File: config.mk
export PLATFORM = sky130hd
export DESIGN_NAME = substring_first_match_unit
export DESIGN_NICKNAME = d
export VERILOG_FILES = /design/src/hdl/sfm_pkg.sv /design/src/hdl/sfm_cell.sv /design/src/hdl/substring_first_match_unit.sv
export SDC_FILE = /design/constraint.sdc
export NUM_CORES = 1
export LEC_CHECK = 0
export ABC_CLOCK_PERIOD_IN_PS = 6250
export BUFFER_PORTS_ARGS = -buffer_cell sky130_fd_sc_hd__buf_4
export CAP_MARGIN = 20
export CORE_MARGIN = 2
export CORE_UTILIZATION = 35
export CTS_BUF_LIST = sky130_fd_sc_hd__clkbuf_2
export DETAILED_ROUTE_END_ITERATION = 6
export PLACE_DENSITY_LB_ADDON = 0.12
export SETUP_SLACK_MARGIN = 0.2
export SLEW_MARGIN = 20
export SYNTH_ARGS = -nofsm -noshare
export SYNTH_HDL_FRONTEND = slang
export SYNTH_SLANG_ARGS = --single-unit
File: constraint.sdc
create_clock -name clk -period 6.25 [get_ports clk]
set_input_delay 1.25 -clock clk [delete_from_list [all_inputs] [get_ports clk]]
set_output_delay 1.25 -clock clk [all_outputs]
set_load 0.01 [all_outputs]
File: src/hdl/sfm_pkg.sv
// ----------------------------------------------------------------------------
// sfm_pkg
// Shared types and constants of the substring first-match unit: opcodes,
// default sizes and the control bundle that drives the compare cells.
// ----------------------------------------------------------------------------
package sfm_pkg;

    localparam int DEFAULT_MAX_PATTERN_LEN = 64;
    localparam int DEFAULT_MAX_TEXT_LEN    = 65536;

    localparam int OPCODE_W   = 2;
    localparam int BYTE_W     = 8;
    localparam int POS_OUT_W  = 16;

    typedef enum logic [OPCODE_W-1:0] {
        OP_CLEAR  = 2'd0,
        OP_APPEND = 2'd1,
        OP_TEXT   = 2'd2,
        OP_END    = 2'd3
    } sfm_opcode_t;

    typedef struct packed {
        logic clear_tail;
        logic load;
        logic text_en;
        logic restart;
    } sfm_ctrl_t;

endpackage

File: src/hdl/sfm_cell.sv
// ----------------------------------------------------------------------------
// sfm_cell
// One compare cell: holds one pattern byte, its partial-match bit and a tail
// mark for the last loaded pattern byte. Takes the match bit and tail mark
// of its lower neighbor.
// ----------------------------------------------------------------------------
module sfm_cell
(
    input  logic                        clk,
    input  logic                        rst_n,
    input  sfm_pkg::sfm_ctrl_t          ctrl,
    input  logic [sfm_pkg::BYTE_W-1:0]  data_byte,
    input  logic                        prev_match,
    input  logic                        prev_tail,
    output logic                        match,
    output logic                        tail,
    output logic                        hit
);

    logic [sfm_pkg::BYTE_W-1:0] pat_reg;
    logic                       match_reg;
    logic                       match_next;
    logic                       tail_reg;
    logic                       tail_next;
    logic                       byte_eq;

    assign byte_eq = (pat_reg == data_byte);

    always_comb
    begin
        match_next = match_reg;
        tail_next  = tail_reg;
        if (ctrl.restart)
        begin
            match_next = 1'b0;
        end
        else if (ctrl.text_en)
        begin
            match_next = prev_match & byte_eq;
        end
        if (ctrl.clear_tail)
        begin
            tail_next = 1'b0;
        end
        else if (ctrl.load)
        begin
            tail_next = prev_tail;
        end
    end

    always_ff @(posedge clk or negedge rst_n)
    begin
        if (!rst_n)
        begin
            match_reg <= 1'b0;
            tail_reg  <= 1'b0;
        end
        else
        begin
            match_reg <= match_next;
            tail_reg  <= tail_next;
        end
    end

    // load the byte into the cell that becomes the new tail
    always_ff @(posedge clk)
    begin
        if (ctrl.load && prev_tail)
        begin
            pat_reg <= data_byte;
        end
    end

    assign match = match_reg;
    assign tail  = tail_reg;
    assign hit   = ctrl.text_en & tail_reg & prev_match & byte_eq;

endmodule

File: src/hdl/substring_first_match_unit.sv
// ----------------------------------------------------------------------------
// substring_first_match_unit
// Streaming search for the first occurrence of a loaded pattern in a text.
//
// Input channel (in_valid/in_ready, opcode, data_byte): one transaction per
// opcode. Clear and append load the pattern, one byte per transaction, and
// restart the current text. Text bytes advance a row of compare cells, one
// per pattern byte, each cell handing its match bit to the next.
// End of text produces one result transaction on the output channel
// (out_valid/out_ready, found, match_position, text_overflow) from the
// output register once it is accepted; other opcodes produce no result.
// Throughput: one transaction per cycle for every opcode unless stalled, set
// by the single compare step of the cell row. The result sits in an output
// register; while it is held and out_ready is low, in_ready is low and the
// input stalls for every opcode. A held result and a new end of text pass in
// the same cycle. Reset clears the pattern length, the text state and the
// result valid flag; pattern bytes are loaded again before use.
// ----------------------------------------------------------------------------
module substring_first_match_unit
#(
    parameter int MAX_PATTERN_LEN = sfm_pkg::DEFAULT_MAX_PATTERN_LEN,
    parameter int MAX_TEXT_LEN    = sfm_pkg::DEFAULT_MAX_TEXT_LEN
)
(
    input  logic                           clk,
    input  logic                           rst_n,
    input  logic                           in_valid,
    output logic                           in_ready,
    input  logic [sfm_pkg::OPCODE_W-1:0]   opcode,
    input  logic [sfm_pkg::BYTE_W-1:0]     data_byte,
    output logic                           out_valid,
    input  logic                           out_ready,
    output logic                           found,
    output logic [sfm_pkg::POS_OUT_W-1:0]  match_position,
    output logic                           text_overflow
);

    localparam int LEN_W = $clog2(MAX_PATTERN_LEN + 1);
    localparam int POS_W = $clog2(MAX_TEXT_LEN + 1);

    logic                            accept;
    logic                            op_clear;
    logic                            op_append;
    logic                            op_text;
    logic                            op_end;
    logic                            pat_full;
    logic                            text_full;
    logic                            len_zero;
    logic                            any_hit;
    sfm_pkg::sfm_ctrl_t              ctrl;

    logic [MAX_PATTERN_LEN-1:0]      cell_match;
    logic [MAX_PATTERN_LEN-1:0]      cell_tail;
    logic [MAX_PATTERN_LEN-1:0]      cell_hit;

    logic [LEN_W-1:0]                length_reg;
    logic [LEN_W-1:0]                length_next;
    logic [POS_W-1:0]                pos_reg;
    logic [POS_W-1:0]                pos_next;
    logic                            found_flag_reg;
    logic                            found_flag_next;
    logic [sfm_pkg::POS_OUT_W-1:0]   start_reg;
    logic [sfm_pkg::POS_OUT_W-1:0]   start_next;
    logic                            ovf_reg;
    logic                            ovf_next;
    logic [sfm_pkg::POS_OUT_W-1:0]   start_calc;

    logic                            out_valid_reg;
    logic                            out_valid_next;
    logic                            found_reg;
    logic [sfm_pkg::POS_OUT_W-1:0]   position_reg;
    logic                            overflow_reg;

    assign in_ready  = !out_valid_reg || out_ready;
    assign accept    = in_valid && in_ready;
    assign pat_full  = (length_reg == LEN_W'(MAX_PATTERN_LEN));
    assign text_full = (pos_reg == POS_W'(MAX_TEXT_LEN));
    assign len_zero  = (length_reg == '0);
    assign any_hit   = |cell_hit;

    always_comb
    begin
        op_clear  = 1'b0;
        op_append = 1'b0;
        op_text   = 1'b0;
        op_end    = 1'b0;
        unique case (sfm_pkg::sfm_opcode_t'(opcode))
            sfm_pkg::OP_CLEAR:  op_clear  = 1'b1;
            sfm_pkg::OP_APPEND: op_append = 1'b1;
            sfm_pkg::OP_TEXT:   op_text   = 1'b1;
            sfm_pkg::OP_END:    op_end    = 1'b1;
            default:            op_end    = 1'b0;
        endcase
    end

    always_comb
    begin
        ctrl.clear_tail = accept && op_clear;
        ctrl.load       = accept && op_append && !pat_full;
        ctrl.text_en    = accept && op_text && !text_full;
        ctrl.restart    = accept && (op_clear || op_append || op_end);
    end

    genvar k;
    generate
        for (k = 0; k < MAX_PATTERN_LEN; k++)
        begin : g_cell
            logic prev_match;
            logic prev_tail;
            if (k == 0)
            begin : g_first
                assign prev_match = 1'b1;
                assign prev_tail  = len_zero;
            end
            else
            begin : g_rest
                assign prev_match = cell_match[k-1];
                assign prev_tail  = cell_tail[k-1];
            end
            sfm_cell u_cell
            (
                .clk        (clk),
                .rst_n      (rst_n),
                .ctrl       (ctrl),
                .data_byte  (data_byte),
                .prev_match (prev_match),
                .prev_tail  (prev_tail),
                .match      (cell_match[k]),
                .tail       (cell_tail[k]),
                .hit        (cell_hit[k])
            );
        end
    endgenerate

    assign start_calc = sfm_pkg::POS_OUT_W'(pos_reg) + sfm_pkg::POS_OUT_W'(1)
                        - sfm_pkg::POS_OUT_W'(length_reg);

    always_comb
    begin
        length_next     = length_reg;
        pos_next        = pos_reg;
        found_flag_next = found_flag_reg;
        start_next      = start_reg;
        ovf_next        = ovf_reg;
        if (ctrl.restart)
        begin
            pos_next        = '0;
            found_flag_next = 1'b0;
            start_next      = '0;
            ovf_next        = 1'b0;
        end
        if (ctrl.clear_tail)
        begin
            length_next = '0;
        end
        else if (ctrl.load)
        begin
            length_next = length_reg + LEN_W'(1);
        end
        if (accept && op_text)
        begin
            if (text_full)
            begin
                ovf_next = 1'b1;
            end
            else
            begin
                pos_next = pos_reg + POS_W'(1);
                if (any_hit && !found_flag_reg)
                begin
                    found_flag_next = 1'b1;
                    start_next      = start_calc;
                end
            end
        end
    end

    always_comb
    begin
        out_valid_next = out_valid_reg;
        if (accept && op_end)
        begin
            out_valid_next = 1'b1;
        end
        else if (out_ready)
        begin
            out_valid_next = 1'b0;
        end
    end

    always_ff @(posedge clk or negedge rst_n)
    begin
        if (!rst_n)
        begin
            length_reg     <= '0;
            pos_reg        <= '0;
            found_flag_reg <= 1'b0;
            start_reg      <= '0;
            ovf_reg        <= 1'b0;
            out_valid_reg  <= 1'b0;
        end
        else
        begin
            length_reg     <= length_next;
            pos_reg        <= pos_next;
            found_flag_reg <= found_flag_next;
            start_reg      <= start_next;
            ovf_reg        <= ovf_next;
            out_valid_reg  <= out_valid_next;
        end
    end

    // hold the result until taken
    always_ff @(posedge clk)
    begin
        if (accept && op_end)
        begin
            found_reg    <= len_zero || found_flag_reg;
            position_reg <= (!len_zero && found_flag_reg) ? start_reg : '0;
            overflow_reg <= ovf_reg;
        end
    end

    assign out_valid      = out_valid_reg;
    assign found          = found_reg;
    assign match_position = position_reg;
    assign text_overflow  = overflow_reg;

endmodule

==> impl_results.rst <==
.. list-table::
   :header-rows: 1

   * - Metric
     - Value
   * - Outcome
     - completed
   * - Buffer depth of the longest clock path
     - 3
   * - TritonCTS clock tree
     - yes
   * - Sw frac
     - 0.270
   * - Crit path required time
     - about 7.5 ns
   * - Cell Pwr Density
     - 262 nW/um^2
   * - Via density per instance
     - between 4 and 5
   * - Critical register-to-register path endpoint
     - g_cell[7].u_cell.match
   * - Final Skew
     - 0.0995 ns
   * - Sequential share of the synthesized area
     - 0.654
   * - Pleak
     - ~13 nW
   * - Endpoint, Worst Hold
     - g_cell[19].u_cell.pat_reg[4]
   * - Synth unique cells
     - 60
   * - Remaining antenna violation count after routing
     - 0
   * - Number of buffers inserted to repair setup after CTS
     - 0
   * - Register Area
     - between 20000 and 25000 sq um
   * - Final period demand of the worst path
     - about 3.9 ns
   * - Switching power of the nets
     - 2.42 mW
   * - Filler instances
     - between 8000 and 9000
   * - Netlist Area Pre-Place
     - 30800 sq um
   * - FF-to-FF path depth
     - 8
   * - Inst Count DP
     - between 3000 and 4000
   * - Post-Layout Cell Count
     - around 3800
   * - Post-synthesis register bit count
     - 700
   * - Count of boundary I/O pins
     - 34
   * - Rel. slew slack
     - 0.410
   * - Maximum operating frequency
     - ~260 MHz
   * - # setup viols final
     - 0
   * - Root cell of the clock tree
     - sky130_fd_sc_hd__clkbuf_2
   * - Reg power frac
     - 0.563
   * - Die footprint
     - 90500 sq um
   * - Final Net Count
     - between 2000 and 3000
   * - Wire length of the first global-routing pass
     - 117000 microns
   * - Post-DP HPWL
     - between 40000 and 50000 microns
   * - Category of the worst setup path launch point
     - flop
   * - Vias
     - between 15000 and 20000
   * - WL per Instance
     - about 20 microns
   * - Area growth, synth to finish
     - 10.9%
   * - CP max stage delay
     - a little under 0.8 ns
   * - Measured slew at the worst slew-check pin
     - roughly 0.88 ns
   * - Avg Synthesized Cell Area
     - approximately 13 sq um
   * - Worst-skew pair later-pin latency
     - between 1 and 1.5 ns
   * - Synthesized Nets
     - approximately 2400
   * - RD Place Congestion
     - ~0.75
   * - Routed WL
     - ~75000 microns
   * - Pin count of the biggest net entering global routing
     - 110
   * - Asr flop ratio synth
     - 0.243
   * - Endpoints failing hold
     - 0
   * - Vertical die dimension
     - 301 microns
   * - Most frequent cells in the layout
     - sky130_fd_sc_hd__edfxtp_1, sky130_fd_sc_hd__xnor2_1, sky130_fd_sc_hd__clkbuf_2
   * - I/O Buffers
     - 33
   * - Number of CTS-inserted buffers
     - 185
   * - Max reg flops
     - between 500 and 600
   * - Total number of yosys warnings
     - 0
   * - Hold Crit Start
     - data_byte[4]
   * - GRT Residual Overflow
     - 0
   * - RR Startpoint
     - pos_reg[10]
   * - Clock network fraction of design power
     - 0.361
   * - Startpoint-to-endpoint class of the critical path
     - reg -> reg
   * - Kind of capture point of the worst setup path
     - flop
   * - Cell depth of the worst hold path
     - 1
   * - Clock transition at path regs
     - around 0.1 ns
   * - Reported max-cap violation count
     - 0
   * - Series of cell instances along the critical path
     - inv_1 -> ha_1 -> or4b_2 -> nor3_1 -> or4_4 -> buf_4 -> nor4_1 -> a31o_2
   * - Unrepaired setup endpoints after global routing
     - false
   * - Count of flip-flops with a built-in enable after synthesis
     - 530
   * - Maximum resistive drop on vdd
     - 0.161 mV
   * - Internal power component
     - approximately 6.5 mW
   * - Total DRC errors in the routed layout
     - 0
   * - Share of layout cells above drive strength 1
     - 0.159
   * - Setup slack on the worst flop-to-flop path
     - around 2.4 ns
   * - Iter 0 DRT Violations
     - about 1100
   * - Number of H-tree levels
     - 4
   * - Highest net fanout along the worst path
     - 67
   * - Number of cells produced by synthesis
     - approximately 2300
   * - Global Route Usage Sum
     - 0.171
   * - Number of global-route vias before repair
     - 19000
   * - Starting density of the core
     - 0.354
   * - Area of the core
     - 87000 sq um
   * - Total Neg Setup Slack
     - 0 ns
   * - Clock sink total
     - 700
   * - Final period utilization
     - 0.617
   * - Crit-path slowest cell
     - sky130_fd_sc_hd__or4_4
   * - Overall die width
     - 301 microns
   * - Top flip-flop cell by instance count after synthesis
     - sky130_fd_sc_hd__edfxtp_1
   * - Initial antenna violation count
     - 3
   * - Drt first pass iters
     - 5
   * - Most common library cell in the layout ignoring fill and taps
     - sky130_fd_sc_hd__edfxtp_1
   * - Area taken by multi-input logic gates
     - approximately 9500 sq um
   * - Logic gate share of total power
     - 0.076
   * - CP arrival
     - 5.10 ns
   * - Number of pins exceeding their max-slew limit in the final report
     - 0
   * - Number of core rows
     - approximately 110
   * - Hold WC Path Type
     - in -> reg
-- stage by stage --
step           total power, mW  instance area [sq um]  setup WS, ns  utilization  hold slack, ns
2_1_floorplan             5.58                  30800          2.79            -           0.426
3_5_place_dp              5.84                  32400          1.48        0.372           0.444
5_1_grt                   9.44                  34200          2.16        0.393           0.113
6_report                  8.96                  34200          2.39        0.393           0.296
3_3_place_gp              5.83                  32400          1.55        0.372           0.447
4_1_cts                   9.13                  34200          2.38        0.393          0.0999
-- per-layer routing --
metal  track usage  wire [microns]  share of wire
met1         0.238           36000           0.48
met4        0.0482            1090          0.014
met2         0.270           35200           0.47
met3        0.0364            3150          0.042
met5             0               0              0
-- synth_stat cells (3+ instances only) --
cell type,count,area (sq um)
sky130_fd_sc_hd__buf_6,13,146
sky130_fd_sc_hd__clkbuf_1,41,154
sky130_fd_sc_hd__nor2b_1,3,18.8
sky130_fd_sc_hd__nor3_1,64,320
sky130_fd_sc_hd__nand4_1,60,375
sky130_fd_sc_hd__nand3_1,143,716
sky130_fd_sc_hd__a22o_1,18,158
sky130_fd_sc_hd__nor2_1,28,105
sky130_fd_sc_hd__nand2b_1,4,25.0
sky130_fd_sc_hd__a21o_1,3,22.5
sky130_fd_sc_hd__ha_1,37,463
sky130_fd_sc_hd__o2111ai_1,6,52.6
sky130_fd_sc_hd__buf_4,33,248
sky130_fd_sc_hd__and3_1,29,181
sky130_fd_sc_hd__nand2_1,207,777
sky130_fd_sc_hd__xor2_1,240,2100
sky130_fd_sc_hd__buf_2,3,15.0
sky130_fd_sc_hd__xnor2_1,294,2570
sky130_fd_sc_hd__or3_1,4,25.0
sky130_fd_sc_hd__a21oi_1,73,365
sky130_fd_sc_hd__edfxtp_1,530,15900
sky130_fd_sc_hd__o31ai_1,10,75.1
sky130_fd_sc_hd__or4_1,7,52.6
sky130_fd_sc_hd__dfrtp_1,170,4250
sky130_fd_sc_hd__o21ai_0,42,210
sky130_fd_sc_hd__buf_1,5,18.8
sky130_fd_sc_hd__inv_1,106,398
sky130_fd_sc_hd__nor4_1,45,282
sky130_fd_sc_hd__buf_12,7,140
sky130_fd_sc_hd__and2_1,13,81.3
sky130_fd_sc_hd__o41ai_1,22,193
-- layout make-up --
type / instances / share of cell area
clock buffers: 288 / 0.0422
repair buffers: 95 / 0.0253
flip-flops and latches: 700 / 0.590
diodes: 4 / 0.000293
inverters: 106 / 0.0116
well taps: 1155 / 0.0423
multi-input cells: 1388 / 0.279
clock inverters: 59 / 0.00897
-- critical path: cells and delay by family, from the launching register on --
kind            cells  cell delay, ns
simple gates        4            1.99
flops               1            0.45
fa+ha+maj           1            0.17
compound gates      1            0.25
buf+inv             2            0.85
-- power groups by stage --
stage / sequential [mW] / clock (mW) / combinational, mW
after floorplan: 5.15 / 0 / 0.439
after global placement: 5.15 / 0 / 0.687
after detailed placement: 5.15 / 0 / 0.697
after CTS: 5.04 / 3.39 / 0.700
after global routing: 5.05 / 3.63 / 0.762
final: 5.04 / 3.23 / 0.684
-- how the worst max path moves through the flow --
stage	from	endpoint	slack, ns
2_1_floorplan	data_byte[1]	start_reg[10]	2.79
3_3_place_gp	data_byte[3]	start_reg[1]	1.55
3_5_place_dp	data_byte[3]	start_reg[2]	1.48
4_1_cts	pos_reg[10]	g_cell[7].u_cell.match	2.38
5_1_grt	pos_reg[11]	g_cell[36].u_cell.match	2.16
6_report	pos_reg[10]	g_cell[7].u_cell.match	2.39
-- repair_timing --
item,CTS,global route
endpoints found under the hold margin,61,0
hold buffers,1,0
resized for setup,0,0
endpoints found under the setup margin,0,0
-- logic make-up (layout without fill, tap and decap cells) --
group / Yosys count / in the layout / synth area share
simple gates: 616 / 616 / 0.0986
xor+xnor: 534 / 534 / 0.152
flops: 700 / 700 / 0.654
compound gates: 198 / 198 / 0.0418
other cells: 0 / 4 / 0
buf+inv: 210 / 548 / 0.0373
mux: 2 / 2 / 0.000649
fa+ha+maj: 38 / 38 / 0.0157
(Power assumes the default switching activity.)
